$ cat config.mk
export PLATFORM = sky130hd
export DESIGN_NAME = lifo_stack_with_peek
export DESIGN_NICKNAME = d
export VERILOG_FILES = /design/src/hdl/lsp_pkg.sv /design/src/hdl/lsp_ram.sv /design/src/hdl/lsp_ctrl.sv /design/src/hdl/lifo_stack_with_peek.sv
export SDC_FILE = /design/constraint.sdc
export NUM_CORES = 1
export LEC_CHECK = 0
export BUFFER_PORTS_ARGS = -buffer_cell sky130_fd_sc_hd__clkbuf_2
export CAP_MARGIN = 10
export CELL_PAD_IN_SITES_DETAIL_PLACEMENT = 1
export CELL_PAD_IN_SITES_GLOBAL_PLACEMENT = 1
export CORE_ASPECT_RATIO = 1.2
export CORE_MARGIN = 8
export CORE_UTILIZATION = 50
export CTS_CLUSTER_DIAMETER = 60
export DETAILED_ROUTE_END_ITERATION = 10
export MAX_ROUTING_LAYER = met4
export PLACE_DENSITY_LB_ADDON = 0.05
export SYNTH_ARGS = -nofsm -noshare
export SYNTH_HDL_FRONTEND = slang
export SYNTH_HIERARCHICAL = 1
export SYNTH_SLANG_ARGS = --single-unit
$ cat constraint.sdc
create_clock -name clock -period 10.06 [get_ports clock]
set_input_delay 1.509 -clock clock [delete_from_list [all_inputs] [get_ports clock]]
set_output_delay 1.509 -clock clock [all_outputs]
set_load 0.05 [all_outputs]
$ cat src/hdl/lsp_pkg.sv
// Shared types, sizes and codes for the LIFO stack with peek.
// No dependencies; imported by lsp_ctrl and lifo_stack_with_peek.
`timescale 1ns / 1ps

package lsp_pkg;

   localparam int DEPTH      = 16;
   localparam int WORD_WIDTH = 32;
   localparam int ADDR_W     = $clog2(DEPTH);

   // Fixed field widths
   localparam int DATA_W = 32;
   localparam int CNT_W  = 5;
   localparam int KIND_W = 2;
   localparam int STAT_W = 2;

   localparam logic [CNT_W-1:0] DEPTH_CNT   = CNT_W'(DEPTH);
   localparam logic [CNT_W-1:0] LIMIT_RESET = CNT_W'(16);

   // Request kinds
   localparam logic [KIND_W-1:0] KIND_PUSH   = 2'd0;
   localparam logic [KIND_W-1:0] KIND_POP    = 2'd1;
   localparam logic [KIND_W-1:0] KIND_PEEK   = 2'd2;
   localparam logic [KIND_W-1:0] KIND_BOTTOM = 2'd3;

   // Result status
   localparam logic [STAT_W-1:0] ST_OK       = 2'd0;
   localparam logic [STAT_W-1:0] ST_OVERFLOW = 2'd1;
   localparam logic [STAT_W-1:0] ST_EMPTY    = 2'd2;
   localparam logic [STAT_W-1:0] ST_BADPOS   = 2'd3;

   // Decoded request, from control to the datapath
   typedef struct packed {
      logic              we;      // push that fits: write entry
      logic              rd_ok;   // successful read: take memory data
      logic [ADDR_W-1:0] addr;    // entry to write or read
      logic [STAT_W-1:0] status;
      logic [CNT_W-1:0]  count;   // count after this request
   } op_type;

endpackage

$ cat src/hdl/lsp_ram.sv
// Generic single-write, single-read RAM with registered read data.
// No dependencies.
`timescale 1ns / 1ps

module lsp_ram #(
   parameter int WIDTH = 32,
   parameter int DEPTH = 16
) (
   input  logic                     clock,
   input  logic                     wr_en,
   input  logic [$clog2(DEPTH)-1:0] wr_addr,
   input  logic [WIDTH-1:0]         wr_data,
   input  logic [$clog2(DEPTH)-1:0] rd_addr,
   output logic [WIDTH-1:0]         rd_data
);

   logic [WIDTH-1:0] mem [DEPTH];
   logic [WIDTH-1:0] rd_data_ff;

   always_ff @(posedge clock) begin
      if (wr_en) begin
         mem[wr_addr] <= wr_data;
      end
      rd_data_ff <= mem[rd_addr];
   end

   assign rd_data = rd_data_ff;

endmodule

$ cat src/hdl/lsp_ctrl.sv
// Stack control: fill count, limit register and request decode.
// Depends on lsp_pkg.
`timescale 1ns / 1ps

module lsp_ctrl (
   input  logic                         clock,
   input  logic                         reset,
   input  logic                         accept,
   input  logic [lsp_pkg::KIND_W-1:0]   kind,
   input  logic [lsp_pkg::CNT_W-1:0]    position,
   input  logic                         csr_we,
   input  logic [lsp_pkg::CNT_W-1:0]    csr_wdata,
   output lsp_pkg::op_type              op
);
   import lsp_pkg::*;

   logic [CNT_W-1:0] fill_ff, fill_in;
   logic [CNT_W-1:0] limit_ff, limit_in;
   logic [CNT_W-1:0] lim_use;
   logic [CNT_W-1:0] peek_idx;

   assign lim_use  = (limit_ff > DEPTH_CNT) ? DEPTH_CNT : limit_ff;
   assign peek_idx = fill_ff - position;

   always_comb begin
      op        = '0;
      op.status = ST_OK;
      op.count  = fill_ff;
      case (kind)
         KIND_PUSH: begin
            if (fill_ff >= lim_use || fill_ff >= DEPTH_CNT) begin
               op.status = ST_OVERFLOW;
            end else begin
               op.we    = 1'b1;
               op.addr  = fill_ff[ADDR_W-1:0];
               op.count = fill_ff + 1'b1;
            end
         end
         KIND_POP: begin
            if (fill_ff == '0 || fill_ff > DEPTH_CNT) begin
               op.status = ST_EMPTY;
            end else begin
               op.rd_ok = 1'b1;
               op.addr  = ADDR_W'(fill_ff - 1'b1);
               op.count = fill_ff - 1'b1;
            end
         end
         KIND_PEEK: begin
            if (position == '0 || position > fill_ff || peek_idx >= DEPTH_CNT) begin
               op.status = ST_BADPOS;
            end else begin
               op.rd_ok = 1'b1;
               op.addr  = peek_idx[ADDR_W-1:0];
            end
         end
         KIND_BOTTOM: begin
            if (fill_ff == '0) begin
               op.status = ST_EMPTY;
            end else begin
               op.rd_ok = 1'b1;
            end
         end
         default: begin
            op.status = ST_OK;
         end
      endcase
   end

   assign fill_in  = accept ? op.count : fill_ff;
   assign limit_in = csr_we ? csr_wdata : limit_ff;

   always_ff @(posedge clock) begin
      if (reset) begin
         fill_ff  <= '0;
         limit_ff <= LIMIT_RESET;
      end else begin
         fill_ff  <= fill_in;
         limit_ff <= limit_in;
      end
   end

endmodule

$ cat src/hdl/lifo_stack_with_peek.sv
// Top level of the LIFO stack with peek and bottom read.
// Depends on lsp_pkg, lsp_ram and lsp_ctrl.
`timescale 1ns / 1ps

//  channel | direction | handshake            | payload
//  req     | in        | req_valid/req_ready  | kind, push_value, position
//  rsp     | out       | rsp_valid/rsp_ready  | data, status, count
//  csr     | in        | csr_we (no wait)     | csr_wdata = stack limit
//
// One request per cycle while req_ready is high; a result is offered on rsp
// once it has passed the pending stage (for the registered read of the
// entry memory) and then the output register.
// Reset (synchronous) empties the stack and sets the limit to 16; entry
// contents are left as they are, only entries below the count are read.
// A stalled result holds in the output register; one more request is
// taken into the pending stage, then req_ready drops until rsp moves.

module lifo_stack_with_peek (
   input  logic                          clock,
   input  logic                          reset,
   // request channel
   input  logic                          req_valid,
   output logic                          req_ready,
   input  logic [lsp_pkg::KIND_W-1:0]    req_kind,
   input  logic signed [lsp_pkg::DATA_W-1:0] req_push_value,
   input  logic [lsp_pkg::CNT_W-1:0]     req_position,
   // result channel
   output logic                          rsp_valid,
   input  logic                          rsp_ready,
   output logic signed [lsp_pkg::DATA_W-1:0] rsp_data,
   output logic [lsp_pkg::STAT_W-1:0]    rsp_status,
   output logic [lsp_pkg::CNT_W-1:0]     rsp_count,
   // configuration
   input  logic                          csr_we,
   input  logic [lsp_pkg::CNT_W-1:0]     csr_wdata
);
   import lsp_pkg::*;

   op_type            op;
   logic              accept;
   logic              advance;

   // memory read address: new on accept, otherwise held so that the
   // read data stays valid while a result waits in the pending stage
   logic [ADDR_W-1:0] raddr_ff, raddr_in;
   logic [WORD_WIDTH-1:0] ram_q;

   // pending stage: request decided, memory data arriving
   logic              pend_valid_ff, pend_valid_in;
   logic              pend_rd_ff;
   logic [STAT_W-1:0] pend_status_ff;
   logic [CNT_W-1:0]  pend_count_ff;

   // output register
   logic              rsp_valid_ff, rsp_valid_in;
   logic [DATA_W-1:0] rsp_data_ff;
   logic [STAT_W-1:0] rsp_status_ff;
   logic [CNT_W-1:0]  rsp_count_ff;

   assign advance   = !rsp_valid_ff || rsp_ready;
   assign req_ready = !pend_valid_ff || advance;
   assign accept    = req_valid && req_ready;

   lsp_ctrl u_ctrl (
      .clock     (clock),
      .reset     (reset),
      .accept    (accept),
      .kind      (req_kind),
      .position  (req_position),
      .csr_we    (csr_we),
      .csr_wdata (csr_wdata),
      .op        (op)
   );

   assign raddr_in = accept ? op.addr : raddr_ff;

   lsp_ram #(
      .WIDTH (WORD_WIDTH),
      .DEPTH (DEPTH)
   ) u_ram (
      .clock   (clock),
      .wr_en   (accept && op.we),
      .wr_addr (op.addr),
      .wr_data (WORD_WIDTH'($unsigned(req_push_value))),
      .rd_addr (raddr_in),
      .rd_data (ram_q)
   );

   // pending slot refills whenever it is empty or moving on
   assign pend_valid_in = (!pend_valid_ff || advance) ? accept : pend_valid_ff;
   assign rsp_valid_in  = advance ? pend_valid_ff : rsp_valid_ff;

   always_ff @(posedge clock) begin
      if (reset) begin
         pend_valid_ff <= 1'b0;
         rsp_valid_ff  <= 1'b0;
      end else begin
         pend_valid_ff <= pend_valid_in;
         rsp_valid_ff  <= rsp_valid_in;
      end
   end

   always_ff @(posedge clock) begin
      raddr_ff <= raddr_in;
      if (accept) begin
         pend_rd_ff     <= op.rd_ok;
         pend_status_ff <= op.status;
         pend_count_ff  <= op.count;
      end
      if (advance && pend_valid_ff) begin
         rsp_data_ff   <= pend_rd_ff ? DATA_W'(ram_q) : '0;
         rsp_status_ff <= pend_status_ff;
         rsp_count_ff  <= pend_count_ff;
      end
   end

   assign rsp_valid  = rsp_valid_ff;
   assign rsp_data   = rsp_data_ff;
   assign rsp_status = rsp_status_ff;
   assign rsp_count  = rsp_count_ff;

endmodule

==> flow_metrics.py, run 1 <==
metrics = {
    "drt": {
        "drtPass1Iterations": 5,
        "antenna_left": 0,
        "drtIter0Drc": 754,
        "avgRoutedWirePerCell_um": 28.0,
        "drc": 0,
        "drt_wl_total_um": 53300,
        "via_per_inst": 5.87,
        "dr_total_vias": 11200,
    },
    "job": {
        "drv_cap": 0,
    },
    "clock_network": {
        "hold_buffers": 0,
        "cts_sinks": 607,
        "insertion_delay_ns": 0.63,
        "cts_tree": "yes",
        "cts_buffer_depth": 3,
        "postCtsSetupBuffers": 0,
        "cts-htree-levels": 2,
        "cts-root-buf": "clkbuf_16",
        "clkTransAtPathRegs_ns": 0.06,
        "cts_made_buffers": 58,
        "postCtsResizedCells": 0,
    },
    "power_and_ir_drop": {
        "total_power_mw": 5.42,
        "internal_power_mw": 4.21,
        "ir_drop_v": 0.000176,
        "power.density_nw_per_um2": 207,
        "p_seq_share_pct": 52.6,
        "p_leak_nw": 8.43,
        "p_switching_mw": 1.21,
        "switching_share_pct": 22.4,
        "power_frac_comb_pct": 8.4,
        "clkPwrFrac_pct": 38.9,
    },
    "sta": {
        "setup-violations-final": 0,
        "fin_tns_setup_ns": 0,
        "rsz0062_at_grt": "false",
        "period_minus_slack_ns": 5.76,
        "fmax_ghz": 0.174,
        "worst-slew-pin-transition_ns": 0.863,
        "post-route-period-util_pct": 57.2,
        "skew_ns": 0.0203,
        "finalHoldViolCount": 0,
        "worst_hold_slack_ns": 0.424,
        "drv_slew": 0,
        "relSlewSlack_pct": 42.4,
    },
    "critical_path": {
        "critPathBufInv": 4,
        "crit_type": "in -> reg",
        "crit_path_max_fanout": 95,
        "crit_path_end_kind": "flop",
        "crit_chain": "clkbuf_2 -> ha_1 -> inv_1 -> fa_1 -> nand3_1 -> a32oi_1 -> o221a_2 -> nor3_1 -> o2bb2ai_1 -> nand2_1 -> o211ai_1 -> buf_4 -> buf_12 -> mux4_2 -> a22oi_1 -> nand2_1",
        "required_ns": 10.57,
        "critical-path-max-stage-delay_ns": 0.67,
        "path_delay_family": "buffers and inverters",
        "critPathLaunchType": "input port",
        "cp.arrival_ns": 6.26,
        "crit_slowest_cell": "buf_12",
        "cp_common_cell": "nand2_1",
    },
    "synth": {
        "yosysSeqAreaShare_pct": 77.1,
        "synth_edf_count": 559,
        "async_flop_share_pct": 0,
        "syn_avg_cell_area_um2": 20.6,
        "synth_cell_types": 60,
        "ys_ff_latch": 607,
        "synth_cells": 1114,
        "syn-num-nets": 1180,
        "synth_area_um2": 23000,
        "synth_flop_cell": "edfxtp_1",
        "yosysWarningCount": 6,
    },
    "global_route": {
        "grt_first_pass_wirelength_um": 79000,
        "track_usage_pct": 21.0,
        "grt_max_degree": 130,
        "grt_antenna_before_repair": 2,
        "grt_overflow": 0,
        "grt_pass1_vias": 12000,
    },
    "floorplan": {
        "std_cell_rows": 86,
        "die_h_um": 251,
        "start_util_pct": 50.3,
        "core-area_um2": 45700,
        "die_area_um2": 53200,
        "io_pins": 90,
        "die_w_um": 212,
    },
    "final_layout": {
        "utilization_pct": 57.2,
        "mostFrequentLayoutCell": "edfxtp_1",
        "layout_common_cells": "559 x edfxtp_1, 128 x mux4_2, 89 x clkbuf_2",
        "drive_gt1_share_pct": 28.0,
        "instances_no_fill": 1902,
        "area_growth_pct": 13.7,
        "nets": 1302,
    },
    "placed_design": {
        "gp_congestion": 0.761,
        "port_buffers": 89,
        "placed_cells": 1792,
        "dp_hpwl_um": 26400,
    },
    "worst_hold_path": {
        "hp-class": "reg -> reg",
    },
    "outcome": {
        "status": "completed",
    },
}
==> logic make-up after synthesis <==
group                    share of synthesized area, %
buffers and inverters                            1.52
multiplexers                                     12.8
AO/OA/AOI/OAI                                    3.77
adder cells (fa/ha/maj)                         0.957
XOR/XNOR                                        0.267
AND/OR/NAND/NOR                                  3.54
flip-flops                                       77.1
==> worst paths after layout <==
check / startpoint / endpoint / slack, ns / cells after the start
worst max-delay path: req_position[0] / u_ram/rd_data[17] / 4.30 / 16
worst min-delay path: pend_count_ff[4] / rsp_count[4] / 0.42 / 0
worst max register to register: u_ctrl/fill_ff[1] / u_ram/rd_data[17] / 4.35 / 17
worst min register to register: pend_count_ff[4] / rsp_count[4] / 0.42 / 0
==> cell type report <==
cell class	instances	area [µm²]
Fill cell	3936	19600
Sequential cell	607	17700
Multi-Input combinational cell	434	5040
Clock buffer	84	1660
Tap cell	616	771
Timing Repair Buffer	116	673
Clock inverter	24	191
Inverter	19	71.3
Antenna cell	2	5.00
==> state kept, by name, summed over array words and instances, names as in the netlist <==
signal / cells
u_ram/mem: 512
rsp_data: 32
u_ram/rd_data: 32
pend_count_ff: 5
rsp_count: 5
u_ctrl/fill_ff: 5
u_ctrl/limit_ff: 5
raddr_ff: 4
pend_status_ff: 2
rsp_status: 2
pend_rd_ff: 1
pend_valid_ff: 1
rsp_valid: 1
==> stage by stage <==
stage | instance area (µm²) | worst slack (ns)
after global routing | 26200 | 3.84
final | 26200 | 4.30
after CTS | 26200 | 4.24
after floorplan | 23000 | 3.77
after detailed placement | 24300 | 3.58
after global placement | 24300 | 3.71
==> power groups by stage <==
stage	sequential, mW	combinational (mW)	clock (mW)
global route	2.86	0.499	2.25
finish	2.85	0.457	2.11
CTS	2.85	0.466	2.17
detailed placement	2.91	0.463	0
global placement	2.91	0.456	0
floorplan	2.93	0.288	0
==> worst reg2reg max path, stage by stage (launching register included) <==
cell,delay (ns)
dfxtp_1,0.62
inv_1,0.12
ha_1,0.24
nor3b_1,0.19
ha_1,0.27
a2111oi_4,0.21
o21ai_2,0.20
nor2_1,0.19
ha_1,0.17
mux2i_1,0.09
o2bb2ai_1,0.69
nand2_1,0.13
o211ai_1,0.18
buf_4,0.58
buf_12,0.71
mux4_2,0.69
a22oi_1,0.24
nand2_1,0.08
==> metal layers <==
metal,vias up,track usage (%),wire (µm),part of all wire (%)
met4,0,5.05,956,1.8
met3,67,3.74,2760,5.2
met2,279,33.9,26600,50
met5,-,-,0,0
met1,6001,27.8,23000,43
li1,4809,-,-,-
==> synthesized netlist by cell type (10+ instances only) <==
cell type,instances,area [µm²]
mux4_2,128,2880
buf_4,13,97.6
ha_1,16,200
clkbuf_1,24,90.1
and2_1,33,206
nand2_1,52,195
a21oi_1,12,60.1
nor2_1,30,113
dfxtp_1,48,961
edfxtp_1,559,16800
inv_1,17,63.8
a22oi_1,64,480
buf_1,10,37.5
(Power assumes the default switching activity.)
==> inputs of run 2 (changes only) <==
==> constraint.sdc (replaced) <==
create_clock -name clock -period 5.7 [get_ports clock]
set_input_delay 0.855 -clock clock [delete_from_list [all_inputs] [get_ports clock]]
set_output_delay 0.855 -clock clock [all_outputs]
set_load 0.05 [all_outputs]
==> run 2 against run 1 <==
Critical path depth increased by 1. Critical path type is now reg -> reg. Sequential power increased by 76%. Flip-flop and latch count unchanged. Core utilization increased by 0.36 points. Global-route usage decreased by 0.35 points. Die area unchanged. Final cell count increased by 1.1%. Clock power increased by 70%. Power increased by 74%. First-iteration DRC count decreased by 3.2%. Cell area increased by 0.63%. Register-to-register slack got worse by 3.6 ns.
==> flow_metrics.py, run 2 (synthesis results as in run 1) <==
metrics = {
    "sta": {
        "drv_slew": 0,
        "worst_hold_slack_ns": 0.424,
        "finalHoldViolCount": 0,
        "fmax_ghz": 0.201,
        "rsz0062_at_grt": "false",
        "setup-violations-final": 0,
        "post-route-period-util_pct": 87.3,
        "relSlewSlack_pct": 38.3,
        "period_minus_slack_ns": 4.98,
        "fin_tns_setup_ns": 0,
        "setup_ws_ns": 0.724,
        "worst-slew-pin-transition_ns": 0.923,
        "skew_ns": 0.0145,
    },
    "global_route": {
        "grt_antenna_before_repair": 2,
        "grt_overflow": 0,
        "met3_usage_pct": 3.34,
        "grt_pass1_vias": 12000,
        "grt_use_met2_pct": 33.9,
        "track_usage_pct": 20.7,
        "grtUsageMet1_pct": 27.0,
        "top_usage_layer": "met2",
        "grt_max_degree": 52,
        "grt_first_pass_wirelength_um": 78300,
    },
    "clock_network": {
        "postCtsResizedCells": 0,
        "hold_buffers": 0,
        "clkTransAtPathRegs_ns": 0.06,
        "postCtsSetupBuffers": 0,
        "cts-htree-levels": 2,
        "cts_sinks": 607,
        "cts-root-buf": "clkbuf_16",
        "insertion_delay_ns": 0.61,
        "cts_tree": "yes",
        "cts_buffer_depth": 3,
        "cts_made_buffers": 58,
    },
    "placed_design": {
        "port_buffers": 89,
        "gp_congestion": 0.742,
        "dp_slack_ns": 0.609,
        "dp_hpwl_um": 29400,
    },
    "drt": {
        "via_per_inst": 5.82,
        "antenna_left": 0,
        "drt_wl_total_um": 52300,
        "dr_total_vias": 11200,
        "drtPass1Iterations": 5,
        "drtIter0Drc": 730,
        "avgRoutedWirePerCell_um": 27.2,
        "drc": 0,
    },
    "critical_path": {
        "crit_path_end_kind": "flop",
        "crit_chain": "inv_1 -> ha_1 -> nor3b_1 -> ha_1 -> a2111oi_4 -> o21ai_2 -> nor2_1 -> ha_1 -> mux2i_1 -> o2bb2ai_1 -> nand2_1 -> o211ai_1 -> buf_12 -> buf_4 -> mux4_2 -> a22oi_1 -> nand2_1",
        "critPathBufInv": 3,
        "critPathLaunchType": "flop",
        "crit_slowest_cell": "o2bb2ai_1",
        "path_delay_family": "compound AO/OA/AOI/OAI gates",
        "required_ns": 6.20,
        "cp.arrival_ns": 5.47,
        "cp_common_cell": "ha_1",
        "critical-path-max-stage-delay_ns": 0.67,
        "crit_type": "reg -> reg",
        "crit_path_max_fanout": 15,
    },
    "final_layout": {
        "utilization_pct": 57.6,
        "largest_reg_flops": 512,
        "top_register": "u_ram/mem",
        "nets": 1321,
        "layout_common_cells": "559 x edfxtp_1, 128 x mux4_2, 89 x clkbuf_2",
        "area_growth_pct": 14.4,
        "drive_gt1_share_pct": 29.0,
        "mostFrequentLayoutCell": "edfxtp_1",
        "final.fill_count": 3931,
    },
    "floorplan": {
        "die_w_um": 212,
        "start_util_pct": 50.3,
        "std_cell_rows": 86,
        "core-area_um2": 45700,
        "die_area_um2": 53200,
        "die_h_um": 251,
        "io_pins": 90,
    },
    "job": {
        "drv_cap": 0,
    },
    "power_and_ir_drop": {
        "total_power_mw": 9.45,
        "ir_drop_v": 0.000286,
        "power.density_nw_per_um2": 359,
        "p_leak_nw": 8.52,
    },
    "outcome": {
        "status": "completed",
    },
    "worst_hold_path": {
        "hp-class": "reg -> reg",
    },
}
==> run 2: cell types whose count changed in the layout (fill, tap and decap cells not counted), moves of 3 or more <==
cell      previous run  this run
buf_4               25        36
clkbuf_8             7         3
buf_12               2        10
clkinv_2            12        16
clkinv_1             8        11
==> run 2: worst paths after layout <==
check                                        from  slack [ns]  depth (start not counted)                 to
worst max register to register  u_ctrl/fill_ff[0]        0.72                         17  u_ram/rd_data[12]
worst min register to register   pend_count_ff[2]        0.42                          0       rsp_count[2]
worst min-delay path             pend_count_ff[2]        0.42                          0       rsp_count[2]
worst max-delay path            u_ctrl/fill_ff[0]        0.72                         17  u_ram/rd_data[12]
==> run 2: power breakdown <==
group,internal [mW],switching (mW)
sequential,4.99,0.0428
clock,1.99,1.60
combinational,0.345,0.491
==> run 2: through the flow <==
step	instance area, µm²	instances
after floorplan	23000	1114
after global placement	24500	1811
after detailed placement	24500	1811
after CTS	26300	1921
after global routing	26300	1922
final	26300	1922
==> run 2: final cells by class <==
cell class | instances | area (µm²) | share of cell area, %
clock buffer | 78 | 1580 | 5.99
antenna | 1 | 2.50 | 0.00951
clock inverter | 32 | 199 | 0.756
sequential | 607 | 17700 | 67.4
tap | 616 | 771 | 2.93
timing repair buffer | 135 | 916 | 3.48
inverter | 19 | 71.3 | 0.271
multi-input combinational | 434 | 5040 | 19.1
==> run 2: metal layers <==
metal	wire length (µm)	vias to the layer above
met1	22200	5988
met2	26600	265
met5	0	-
met3	2400	72
met4	996	0
li1	-	4861
==> run 2: worst reg2reg max path, delay by kind of cell (launching register included) <==
family | cells | cell delay [ns]
and+or+nand+nor | 4 | 0.56
AOI/OAI and AO/OA | 5 | 1.74
muxes | 2 | 0.63
buffers and inverters | 3 | 0.77
adders and majority gates | 3 | 0.72
DFF | 1 | 0.46
